===== src/hdl/upe_pkg.sv =====
// Shared types, constants and helper functions for the URL percent encoder.
package upe_pkg;

  // Configuration register indexes
  localparam logic CFG_REQUEST_PATH       = 1'b0;
  localparam logic CFG_ENCODE_APOSTROPHES = 1'b1;

  // Character codes
  localparam logic [7:0] CH_NUL     = 8'h00;
  localparam logic [7:0] CH_SPACE   = 8'h20;
  localparam logic [7:0] CH_APOS    = 8'h27;
  localparam logic [7:0] CH_PLUS    = 8'h2B;
  localparam logic [7:0] CH_PERCENT = 8'h25;
  localparam logic [7:0] CH_QUEST   = 8'h3F;
  localparam logic [7:0] CH_ZERO    = 8'h30;
  localparam logic [7:0] CH_UPPER_A = 8'h41;

  localparam logic [3:0] NIBBLE_MASK = 4'h0F;

  // Bit b is set when byte b passes through unchanged
  localparam logic [255:0] SAFE_MAP = {
    32'h0000_0000, 32'h0000_0000, 32'h0000_0000, 32'h0000_0000,
    32'h7FFF_FFFF, 32'hFFFF_FFFF, 32'h2BFF_7792, 32'h0000_0000
  };

  // Queue between front and back
  localparam int QDEPTH = 4;
  localparam int QAW    = $clog2(QDEPTH);
  localparam int QCW    = $clog2(QDEPTH + 1);

  // One classified source byte: escape or single character
  typedef struct packed {
    logic       esc;   // 1: emit '%' and two hex digits of data
    logic [7:0] data;  // output char, or source byte when esc
    logic       fin;   // last byte of the string
  } upe_entry_t;

  // Upper-case hex digit of a nibble
  function automatic logic [7:0] hex_char(input logic [3:0] nib);
    logic [3:0] n;
    n = nib & NIBBLE_MASK;
    if (n < 4'd10) begin
      hex_char = CH_ZERO + {4'd0, n};
    end else begin
      hex_char = CH_UPPER_A + {4'd0, n} - 8'd10;
    end
  endfunction

endpackage


===== src/hdl/upe_front.sv =====
// Front end: configuration registers and classification of source bytes.
module upe_front
  import upe_pkg::*;
(
  input  logic       clk,
  input  logic       rst,
  input  logic       cfg_we,
  input  logic       cfg_index,
  input  logic       cfg_data,
  input  logic       in_valid,
  input  logic [7:0] in_byte,
  input  logic       in_fin,
  input  logic       q_full,
  output logic       in_ready,
  output logic       push,
  output upe_entry_t push_entry
);

  logic request_path;
  logic encode_apostrophes;

  // Write configuration registers
  always_ff @(posedge clk) begin
    if (rst) begin
      request_path       <= 1'b0;
      encode_apostrophes <= 1'b0;
    end else if (cfg_we) begin
      unique case (cfg_index)
        CFG_REQUEST_PATH:       request_path       <= cfg_data;
        CFG_ENCODE_APOSTROPHES: encode_apostrophes <= cfg_data;
        default: ;
      endcase
    end
  end

  assign in_ready = !q_full;
  assign push     = in_valid && !q_full;

  // Classify: first matching rule wins
  always_comb begin
    push_entry.fin = in_fin;
    priority if (in_byte == CH_NUL && request_path) begin
      push_entry.esc  = 1'b0;
      push_entry.data = in_byte;
    end else if (in_byte == CH_APOS && encode_apostrophes) begin
      push_entry.esc  = 1'b1;
      push_entry.data = in_byte;
    end else if (SAFE_MAP[in_byte]) begin
      push_entry.esc  = 1'b0;
      push_entry.data = in_byte;
    end else if (in_byte == CH_QUEST && request_path) begin
      push_entry.esc  = 1'b0;
      push_entry.data = in_byte;
    end else if (in_byte == CH_SPACE) begin
      push_entry.esc  = 1'b0;
      push_entry.data = CH_PLUS;
    end else begin
      push_entry.esc  = 1'b1;
      push_entry.data = in_byte;
    end
  end

endmodule


===== src/hdl/upe_queue.sv =====
// Short register queue that decouples the front end from the back end.
module upe_queue
  import upe_pkg::*;
(
  input  logic       clk,
  input  logic       rst,
  input  logic       push,
  input  upe_entry_t push_entry,
  input  logic       pop,
  output logic       full,
  output logic       head_valid,
  output upe_entry_t head
);

  upe_entry_t           slots [QDEPTH];
  logic [QAW-1:0]       wr_ptr;
  logic [QAW-1:0]       rd_ptr;
  logic [QCW-1:0]       count;

  assign full       = (count == QCW'(QDEPTH));
  assign head_valid = (count != '0);
  assign head       = slots[rd_ptr];

  // Store pushed entries
  always_ff @(posedge clk) begin
    if (push) begin
      slots[wr_ptr] <= push_entry;
    end
  end

  // Advance pointers and occupancy
  always_ff @(posedge clk) begin
    if (rst) begin
      wr_ptr <= '0;
      rd_ptr <= '0;
      count  <= '0;
    end else begin
      if (push) begin
        wr_ptr <= wr_ptr + 1'b1;
      end
      if (pop) begin
        rd_ptr <= rd_ptr + 1'b1;
      end
      if (push && !pop) begin
        count <= count + 1'b1;
      end else if (pop && !push) begin
        count <= count - 1'b1;
      end
    end
  end

  a_no_overflow: assert property (@(posedge clk) disable iff (rst)
    full |-> !push)
    else $error("queue push while full");

  a_no_underflow: assert property (@(posedge clk) disable iff (rst)
    pop |-> head_valid)
    else $error("queue pop while empty");

endmodule


===== src/hdl/upe_back.sv =====
// Back end: expands queued entries into output bytes through an output register.
module upe_back
  import upe_pkg::*;
(
  input  logic       clk,
  input  logic       rst,
  input  logic       head_valid,
  input  upe_entry_t head,
  output logic       pop,
  output logic       out_valid,
  input  logic       out_ready,
  output logic [7:0] out_byte,
  output logic       out_run_last,
  output logic       out_string_end
);

  typedef enum logic [2:0] {
    PH_FIRST = 3'b001,
    PH_HIGH  = 3'b010,
    PH_LOW   = 3'b100
  } phase_t;

  phase_t     phase;
  phase_t     phase_next;
  logic       load;
  logic       take;
  logic       last_beat;
  logic [7:0] beat_byte;

  assign load      = !out_valid || out_ready;
  assign take      = load && head_valid;
  assign last_beat = !head.esc || (phase == PH_LOW);
  assign pop       = take && last_beat;

  // Select the byte for the current phase
  always_comb begin
    unique case (phase)
      PH_FIRST: beat_byte = head.esc ? CH_PERCENT : head.data;
      PH_HIGH:  beat_byte = hex_char(head.data[7:4]);
      PH_LOW:   beat_byte = hex_char(head.data[3:0]);
      default:  beat_byte = head.data;
    endcase
  end

  // Step through the escape sequence
  always_comb begin
    phase_next = phase;
    if (take) begin
      if (last_beat) begin
        phase_next = PH_FIRST;
      end else begin
        unique case (phase)
          PH_FIRST: phase_next = PH_HIGH;
          PH_HIGH:  phase_next = PH_LOW;
          default:  phase_next = PH_FIRST;
        endcase
      end
    end
  end

  always_ff @(posedge clk) begin
    if (rst) begin
      phase     <= PH_FIRST;
      out_valid <= 1'b0;
    end else begin
      phase <= phase_next;
      if (load) begin
        out_valid <= head_valid;
      end
    end
  end

  // Hold output payload until the transaction completes
  always_ff @(posedge clk) begin
    if (take) begin
      out_byte       <= beat_byte;
      out_run_last   <= last_beat;
      out_string_end <= last_beat && head.fin;
    end
  end

  a_mid_escape_has_head: assert property (@(posedge clk) disable iff (rst)
    (phase != PH_FIRST) |-> (head_valid && head.esc))
    else $error("escape phase without queued escape entry");

  a_end_is_run_last: assert property (@(posedge clk) disable iff (rst)
    (out_valid && out_string_end) |-> out_run_last)
    else $error("string end on a byte that is not run last");

  a_pop_on_last: assert property (@(posedge clk) disable iff (rst)
    (pop && head.esc) |-> (phase == PH_LOW))
    else $error("escape entry popped before its last digit");

endmodule


===== src/hdl/url_percent_encoder.sv =====
// An accepted byte is stored in the queue, then registered in the back end.
// Throughput: one output byte per cycle from the back end while it has
// queued entries and m_axis_tready is high; a byte that passes gives one
// output byte, a percent escape three. A 4-entry queue lets the input
// keep flowing while escapes drain. Reset (rst, synchronous) empties the
// queue, drops any pending output and clears both configuration registers to 0.
module url_percent_encoder
  import upe_pkg::*;
(
  input  logic       clk,
  input  logic       rst,
  input  logic       cfg_we,
  input  logic       cfg_index,
  input  logic       cfg_data,
  input  logic       s_axis_tvalid,
  output logic       s_axis_tready,
  input  logic [7:0] s_axis_tdata,   // [7:0] in_byte
  input  logic       s_axis_tlast,   // final_byte
  output logic       m_axis_tvalid,
  input  logic       m_axis_tready,
  output logic [7:0] m_axis_tdata,   // [7:0] out_byte
  output logic       m_axis_tuser,   // [0] run_last
  output logic       m_axis_tlast    // string_end
);

  logic       q_full;
  logic       push;
  upe_entry_t push_entry;
  logic       pop;
  logic       head_valid;
  upe_entry_t head;

  upe_front u_front (
    .clk        (clk),
    .rst        (rst),
    .cfg_we     (cfg_we),
    .cfg_index  (cfg_index),
    .cfg_data   (cfg_data),
    .in_valid   (s_axis_tvalid),
    .in_byte    (s_axis_tdata),
    .in_fin     (s_axis_tlast),
    .q_full     (q_full),
    .in_ready   (s_axis_tready),
    .push       (push),
    .push_entry (push_entry)
  );

  upe_queue u_queue (
    .clk        (clk),
    .rst        (rst),
    .push       (push),
    .push_entry (push_entry),
    .pop        (pop),
    .full       (q_full),
    .head_valid (head_valid),
    .head       (head)
  );

  upe_back u_back (
    .clk            (clk),
    .rst            (rst),
    .head_valid     (head_valid),
    .head           (head),
    .pop            (pop),
    .out_valid      (m_axis_tvalid),
    .out_ready      (m_axis_tready),
    .out_byte       (m_axis_tdata),
    .out_run_last   (m_axis_tuser),
    .out_string_end (m_axis_tlast)
  );

endmodule

===== config.mk =====
export PLATFORM = sky130hd
export DESIGN_NAME = url_percent_encoder
export DESIGN_NICKNAME = d
export VERILOG_FILES = /design/src/hdl/upe_pkg.sv /design/src/hdl/upe_front.sv /design/src/hdl/upe_queue.sv /design/src/hdl/upe_back.sv /design/src/hdl/url_percent_encoder.sv
export SDC_FILE = /design/constraint.sdc
export NUM_CORES = 1
export LEC_CHECK = 0
export BUFFER_PORTS_ARGS = -buffer_cell sky130_fd_sc_hd__buf_2
export CAP_MARGIN = 20
export CELL_PAD_IN_SITES_DETAIL_PLACEMENT = 1
export CELL_PAD_IN_SITES_GLOBAL_PLACEMENT = 1
export CORE_AREA = 2 2 91 93
export DETAILED_ROUTE_END_ITERATION = 12
export DIE_AREA = 0 0 93 95
export PLACE_DENSITY = 0.77
export RECOVER_POWER = 25
export SYNTH_ARGS = -nofsm -noshare
export SYNTH_HDL_FRONTEND = slang
export SYNTH_HIERARCHICAL = 1
export SYNTH_SLANG_ARGS = --single-unit

===== constraint.sdc =====
create_clock -name clk -period 2.88 [get_ports clk]
set_input_delay 0.288 -clock clk [delete_from_list [all_inputs] [get_ports clk]]
set_output_delay 0.288 -clock clk [all_outputs]
set_load 0.005 [all_outputs]

* Yosys cells after proc, flatten, opt, wreduce, memory -nomap -nowiden *
Memories as Yosys holds them, arrays and structs flattened. A register that Yosys moved wholly into a read port is not among the register bits.
Index checks and enable logic that the tools add are counted.

storage, ports and cells
  register bits = 23
  bits in latches = 0
  RAM bits = 40
  ROM bits = 256
  input port bits = 16
  output and inout port bits = 12
  word-level logic and storage cells = 72
  memories = 2

cells by class
  add/subtract/negate cells = 10
  multiply operators = 0
  divide/modulo/power cells = 0
  $lt $le $gt $ge = 3
  equal/unequal tests = 7
  shift operators = 0
  mux-type cells = 18
  bitwise gates (word level) = 1
  reduce and logical (&&, ||, !) cells = 21

memory list
  name              depth  bits a word  read ports  clocked after Yosys merged registers in  write ports  line             RTL
  (name not given)  256    1            1           0                                        0            upe_front.sv:48  end else if (SAFE_MAP[in_byte]) begin
  u_queue.slots     4      10           1           1                                        1            upe_queue.sv:15  upe_entry_t slots [QDEPTH];

operators by type and width
  operator             count
  $mux 9               5
  $eq 8x6->1 const B   3
  $mux 8               3
  $pmux 8 s3           1
  $add 7x4->8 const A  2
  $sub 8x4->8 const B  2
  $add 6x4->7 const A  2
  $logic_and 1x1->1    9
  $lt 8x9->1 const B   1
  $mux 3               3
  $logic_not 8->1      1
  $lt 4x4->1 const B   2
  $eq 3x3->1 const B   2
  $pmux 3 s2           1
  $logic_not 1->1      5
  $add 2x1->2 const B  2
  $mux 2               2
  $reduce_and 2->1     2
  $add 3x1->3 const B  1
  $eq 3x1->1 const B   1
  $eq 3x2->1 const B   1
  $mux 1               3
  $reduce_bool 3->1    1
  $sub 3x1->3 const B  1
  other kinds (3)      4

* Depth between registers and ports, before layout *
Gate-level depths: netlist of run 1.

  depth in word-level cells = 7
  gate-level depth with buffers = 11
  gate-level depth less buffers = 11

* Cells and area by module *
Netlist of run 1, hierarchy kept.

modules (own cells, without submodules)
  module     instances  cells each  area an instance (sq um)  seq. area each (sq um)
  upe_queue  1          96          1873.0                    1381.3
  upe_back   1          81          830.8                     380.4
  upe_front  1          50          372.9                     40.0

* Least setup slack after synthesis of run 1 *
Ideal clock, no wire load.

  path type = flip-flop to flip-flop
  from = reg u_queue.count[1]
  to = reg u_queue.count[2]
  library setup time = 0.070 ns
  data arrival time = 2.386 ns
  data required time = 2.810 ns
  setup slack = 0.424 ns
  cell stages (with the launch flop) = 12
  buffers on the path = 0
  clock period less this slack = 2.456 ns
  path through = dfxtp_1 > or3_1 > inv_1 > nor2_1 > and2_1 > inv_1 > ha_1 > inv_1 > fa_1 > xor2_1 > or3_1 > a21oi_1

between the ends
  word-level cells in the longest chain between the ends = 6
  elaborated cells on any way between the ends = 15
  those cells by class = 2 x add/sub; 1 x eq/ne; 2 x mux; 10 x reduce/logical

RTL lines
  what                                                line                       RTL
  from (decl)                                         upe_queue.sv:18            logic [QCW-1:0] count;
  from (signal assigned)                              upe_queue.sv:45            count <= count + 1'b1;
  from (signal assigned)                              upe_queue.sv:47            count <= count - 1'b1;
  $reduce_bool 3->1 (*)                               upe_queue.sv:21            assign head_valid = (count != '0);
  named net head_valid                                url_percent_encoder.sv:30  logic head_valid;
  $logic_and 1x1->1 (*)                               upe_back.sv:31             assign take = load && head_valid;
  named net u_back.take                               upe_back.sv:26             logic take;
  $logic_and 1x1->1 (*)                               upe_back.sv:33             assign pop = take && last_beat;
  named net pop                                       url_percent_encoder.sv:29  logic pop;
  $logic_not 1->1                                     upe_queue.sv:44            if (push && !pop) begin
  $logic_and 1x1->1                                   upe_queue.sv:44
  $mux 3 / $reduce_bool 2->1 (equally long branches)  -

The timed path passes the listed nets; every way through them passes the cells marked *. The select of a mux whose other input is x is not followed.
A chain may end at the register's enable or synchronous reset.

* Worst setup path after layout of run 1 *
Ends and elaborated chain as after synthesis.

==> impl_metrics.ini, run 1 <==
[cells_and_area]
final_cell_area_sq_um = 3483
seq_area_sq_um = 1802
diodes = 0
nNetsFinal = 287
multi_input_area_sq_um = 1154
fin_cells = 368
areaGrowthSynthToFinish_pct = 13.22
drive_above_1_share_pct = 20.91
fillers = 861

[critical_path]
critPathMaxStageDelay_ns = 0.44
path_cells = or3_1 -> inv_1 -> nor2_1 -> and2_1 -> inv_1 -> ha_1 -> inv_1 -> fa_1 -> xor2_1 -> or3_1 -> a21oi_1
path_class = register to register
cp.arrival_ns = 2.84
start_kind = register
crit_top_cell = inv_1
crit_required_ns = 3.15
crit_family = simple AND/OR/NAND/NOR gates
path_max_fanout = 5
crit_slowest_cell = or3_1
worst-path-buf-inv = 3
crit_path_end_kind = register

[die]
dieArea_sq_um = 8835
rows = 33
initial_utilization_pct = 38.81
dieWidth_microns = 93
die_h_microns = 95
core_sq_um = 7928
io_pins = 28

[timing]
hold_viol = 0
timing.fmax_mhz = 389.4
min_period_ns = 2.568
setup_tns_ns = 0
setup_ws_ns = 0.3117
period_share_pct = 89.18
drv_slew = 0
worstMarginPinSlew_ns = 0.5519
maxSlewHeadroom_pct = 63.21
grt_setup_unrepaired = no
skew_ns = 0.01025
setup_viol = 0

[yosys]
ys_warn_count = 6
synth_enable_flop_cells = 50
synth_top_area_share_pct = 48.80
syn_area_per_cell_sq_um = 13.55
synth_seq_area_share_pct = 58.56
synthTopCellsByArea = edfxtp_1 49%, dfxtp_1 9.8%, mux4_2 7.3%
synth_common_cells = 50 x edfxtp_1, 16 x inv_1, 15 x dfxtp_1
syn-instance-count = 227
async_flop_share_pct = 0
synth_nets = 256
synth_cell_types = 51
yosysTopAreaCell = edfxtp_1
syn-cell-area_sq_um = 3077
ys.flop_type = edfxtp_1
ys_ff_latch = 65
yosysMostFrequentCell = edfxtp_1

[clock_network]
post_cts_resize_count = 0
cts_hold_buf = 0
cts_setup_buffers = 0
cts_max_path_buffers = 2
cts_buffers = 9
clkTransAtPathRegs_ns = 0.07
cts_tree = built
root_buffer = clkbuf_8
htreeDepth = 3
insertion_delay_ns = 0.33
clock-sinks = 65

[worst_hold_path]
hold_path.class = input port to register

[power_and_ir_drop]
p_leak_nw = 1.246
p_per_area_nw_per_um2 = 886.2
p_sw_share_pct = 32.49
ir_drop_uv = 222.1
p_seq_share_pct = 44.0
internal_power_mw = 2.084
p_comb_share_pct = 33.4
switching_power_mw = 1.003
power_frac_clock_pct = 22.6

[placement]
dp_hpwl_mm = 4.534
dp.cells = 352
placed_area_sq_um = 3312
port_buffers = 27
dpl_worst_slack_ns = 0.3154
globalplace.congestion = 0.7579

[global_route]
grt.overflow.total = 0
grt_usage_pct = 15.21
grt_pass1_wl_mm = 10.05
grt_pass1_vias = 2050
grt_max_degree = 15
antenna_found_initial = 0

[routing]
avgRoutedWirePerCell_microns = 16.59
drt_iter0_drc = 64
antenna_left = 0
vias_per_cell = 5.236
num_vias = 1927
drc = 0
detail_route.first_pass.iterations = 4
routed_wirelength_mm = 6.106

[run]
drv_cap = 0

[outcome]
status = finished clean
sequential cells by signal, summed over array words and instances (netlist names), named ones only:
signal,count
u_queue/wr_ptr,2
u_queue/rd_ptr,2
u_back/out_byte,8
u_back/out_run_last,1
u_front/request_path,1
u_queue/slots,40
u_back/out_valid,1
u_front/encode_apostrophes,1
u_queue/count,3
u_back/phase,3
u_back/out_string_end,1
cell usage in the layout, fill, tap and decap left out, drive strengths merged, types with 2 or more instances in the layout:
cell type  count
nor2          12
mux2i          3
clkbuf        20
xnor2          4
or3b           2
or2            4
o211ai         5
nand2          7
xor2           3
ha            12
o221ai         3
edfxtp        50
nand2b         2
dfxtp         15
nor4           2
nor2b          7
o2111ai        2
nand4          2
clkinv         3
and4b          2
nand3          4
nor3b          3
a21oi          6
or3            6
inv           17
and2           7
a21boi         2
o21a           2
o21ai          9
buf           23
mux4          10
path summary, 6_finish.rpt:
kind                                              to  slack [ns]  cells after the start                                     from
min reg2reg  u_front/encode_apostrophes$_SDFFE_PP0P_        0.47                      2  u_front/encode_apostrophes$_SDFFE_PP0P_
min                u_front/request_path$_SDFFE_PP0P_        0.20                      3                                 cfg_data
max reg2reg            u_queue/count[2]$_SDFFE_PP0P_        0.31                     11            u_queue/count[1]$_SDFFE_PP0P_
max                    u_queue/count[2]$_SDFFE_PP0P_        0.31                     11            u_queue/count[1]$_SDFFE_PP0P_
worst reg2reg max path, stage by stage, from the launching register on:
cell and delay, ns:
dfxtp_1 0.36, or3_1 0.44, inv_1 0.15, nor2_1 0.08, and2_1 0.19, inv_1 0.08
ha_1 0.18, inv_1 0.06, fa_1 0.39, xor2_1 0.16, or3_1 0.30, a21oi_1 0.13
cells by family (layout without fill, tap and decap cells):
| logic type | Yosys count | in the layout | synth area share, % |
|---|---|---|---|
| compound gates | 38 | 38 | 9.110 |
| flops | 65 | 65 | 58.56 |
| simple gates | 64 | 64 | 12.57 |
| buf+inv | 27 | 63 | 3.944 |
| mux | 13 | 13 | 8.296 |
| fa+ha+maj | 13 | 13 | 5.531 |
| xor+xnor | 7 | 7 | 1.993 |
final cells by class:
type                            instances  area share, %
Sequential cell                        65          51.72
Multi-Input combinational cell        135          33.12
Clock buffer                           12          4.490
Timing Repair Buffer                   31          4.454
Tap cell                              105          3.772
Inverter                               16          1.724
Clock inverter                          4         0.7184
per-stage QoR:
stage / hold slack (ns) / utilization (%) / power, mW
floorplan: 0.3571 / - / 2.093
global placement: 0.4556 / 41.78 / 2.362
detailed placement: 0.4602 / 41.78 / 2.427
CTS: 0.1499 / 44.07 / 3.139
global route: 0.2325 / 43.94 / 3.304
finish: 0.2040 / 43.94 / 3.087
power by group through the flow:
stage	logic [mW]	clock network [mW]	registers, mW
finish	1.03	0.697	1.36
global route	1.16	0.758	1.38
CTS	1.05	0.724	1.36
detailed placement	1.05	0	1.38
global placement	0.995	0	1.37
floorplan	0.723	0	1.37
per-layer routing:
layer / global-route usage, % / vias up / part of all wire, %
met4: 8.333 / 0 / 2.1
met3: 3.192 / 12 / 2.8
li1: - / 911 / -
met5: 0 / - / 0
met1: 17.32 / 965 / 42
met2: 26.75 / 39 / 53
No activity file was read; power rests on OpenSTA's default activity.
==> inputs of run 2 (changes only) <==
--- a/config.mk
+++ b/config.mk
@@ -13,7 +13,6 @@
 export DETAILED_ROUTE_END_ITERATION = 12
 export DIE_AREA = 0 0 93 95
 export PLACE_DENSITY = 0.77
-export RECOVER_POWER = 25
 export SYNTH_ARGS = -nofsm -noshare
 export SYNTH_HDL_FRONTEND = slang
 export SYNTH_HIERARCHICAL = 1
==> impl_metrics.ini, run 2 (synthesized netlist as in run 1, its figures left out) <==
[clock_network]
root_buffer = clkbuf_8
cts_max_path_buffers = 2
cts_hold_buf = 0
post_cts_resize_count = 0
insertion_delay_ns = 0.33
cts_setup_buffers = 0
cts_tree = built
cts_buffers = 9
clkTransAtPathRegs_ns = 0.07
clock-sinks = 65
htreeDepth = 3

[cells_and_area]
multi_input_area_sq_um = 1154
diodes = 0
final_cell_area_sq_um = 3493
drive_above_1_share_pct = 23.95
finish.utilization_pct = 44.07
largest_reg_flops = 40
areaGrowthSynthToFinish_pct = 13.54
fin_cells = 368
fillers = 859
nNetsFinal = 287
layout_commonest_cell = edfxtp_1
regMostFlops = u_queue/slots
top_regs = u_queue/slots x40, u_back/out_byte x8
seq_area_sq_um = 1802
final_cell_mix = 50 x edfxtp_1, 27 x buf_2, 16 x inv_1

[routing]
routed_wirelength_mm = 6.090
detail_route.first_pass.iterations = 4
antenna_left = 0
avgRoutedWirePerCell_microns = 16.55
drt_iter0_drc = 64
num_vias = 1926
drc = 0
vias_per_cell = 5.234

[timing]
min_period_ns = 2.568
period_share_pct = 89.18
skew_ns = 0.01025
hold_viol = 0
grt_setup_unrepaired = no
setup_tns_ns = 0
timing.fmax_mhz = 389.4
setup_ws_ns = 0.3117
maxSlewHeadroom_pct = 63.23
worstMarginPinSlew_ns = 0.5516
setup_viol = 0
drv_slew = 0

[placement]
port_buffers = 27
dpl_worst_slack_ns = 0.3154
dp_hpwl_mm = 4.534
dp.cells = 352
placed_area_sq_um = 3312
globalplace.congestion = 0.7579

[run]
drv_cap = 0

[critical_path]
start_kind = register
path_class = register to register
path_max_fanout = 5
cp.arrival_ns = 2.84
crit_path_end_kind = register
crit_required_ns = 3.15

[global_route]
grt_max_degree = 15
antenna_found_initial = 0
grt_pass1_wl_mm = 10.05
grt.overflow.total = 0
grt_usage_pct = 15.21
grt_pass1_vias = 2050

[die]
dieArea_sq_um = 8835
initial_utilization_pct = 38.81
die_h_microns = 95
rows = 33
io_pins = 28
dieWidth_microns = 93
core_sq_um = 7928

[power_and_ir_drop]
p_leak_nw = 1.268
ir_drop_uv = 222.1
p_per_area_nw_per_um2 = 884.8

[outcome]
status = finished clean

[worst_hold_path]
hold_path.class = input port to register
==> run 2: changes by cell type in the layout (fill, tap and decap cells not counted), sizes merged <==
cell / change
buf: +8
clkbuf: -8
==> run 2: area by class of cell <==
cell class	instances	share of cell area (%)
timing repair buffer	31	4.728
multi-input combinational	135	33.02
sequential	65	51.58
tap	105	3.761
clock inverter	4	0.7163
inverter	16	1.719
clock buffer	12	4.477
==> run 2: power by group <==
part           total, mW  switching (mW)  internal (mW)  leakage (nW)
Sequential          1.36          0.0945           1.26         0.585
Clock              0.698           0.334          0.364        0.0958
Combinational       1.03           0.574          0.460         0.588
==> run 2: worst paths after layout <==
kind	start	endpoint	cells past startpoint	slack [ns]
max reg2reg	u_queue/count[1]$_SDFFE_PP0P_	u_queue/count[2]$_SDFFE_PP0P_	11	0.31
max	u_queue/count[1]$_SDFFE_PP0P_	u_queue/count[2]$_SDFFE_PP0P_	11	0.31
min	s_axis_tlast	u_queue/slots[0][0]$_DFFE_PP_	1	0.17
min reg2reg	u_front/encode_apostrophes$_SDFFE_PP0P_	u_front/encode_apostrophes$_SDFFE_PP0P_	2	0.47
==> run 2: layer usage <==
metal	global-route usage [%]	share of wire [%]	vias to the layer above
met4	8.333	2.1	0
met1	17.32	42	963
met3	3.192	2.6	12
met5	0	0	-
met2	26.75	53	39
li1	-	-	912
==> run 2: worst max-delay path, cell delays in order, from the launching register on <==
cell,delay [ns]
dfxtp_1,0.36
or3_1,0.44
inv_1,0.15
nor2_1,0.08
and2_1,0.19
inv_1,0.08
ha_1,0.18
inv_1,0.06
fa_1,0.39
xor2_1,0.16
or3_1,0.30
a21oi_1,0.13
==> run 2: through the flow <==
step / power (mW) / hold slack (ns)
2_1_floorplan: 2.093 / 0.3571
3_3_place_gp: 2.362 / 0.4556
3_5_place_dp: 2.427 / 0.4602
4_1_cts: 3.139 / 0.1499
5_1_grt: 3.308 / 0.1593
6_report: 3.091 / 0.1675
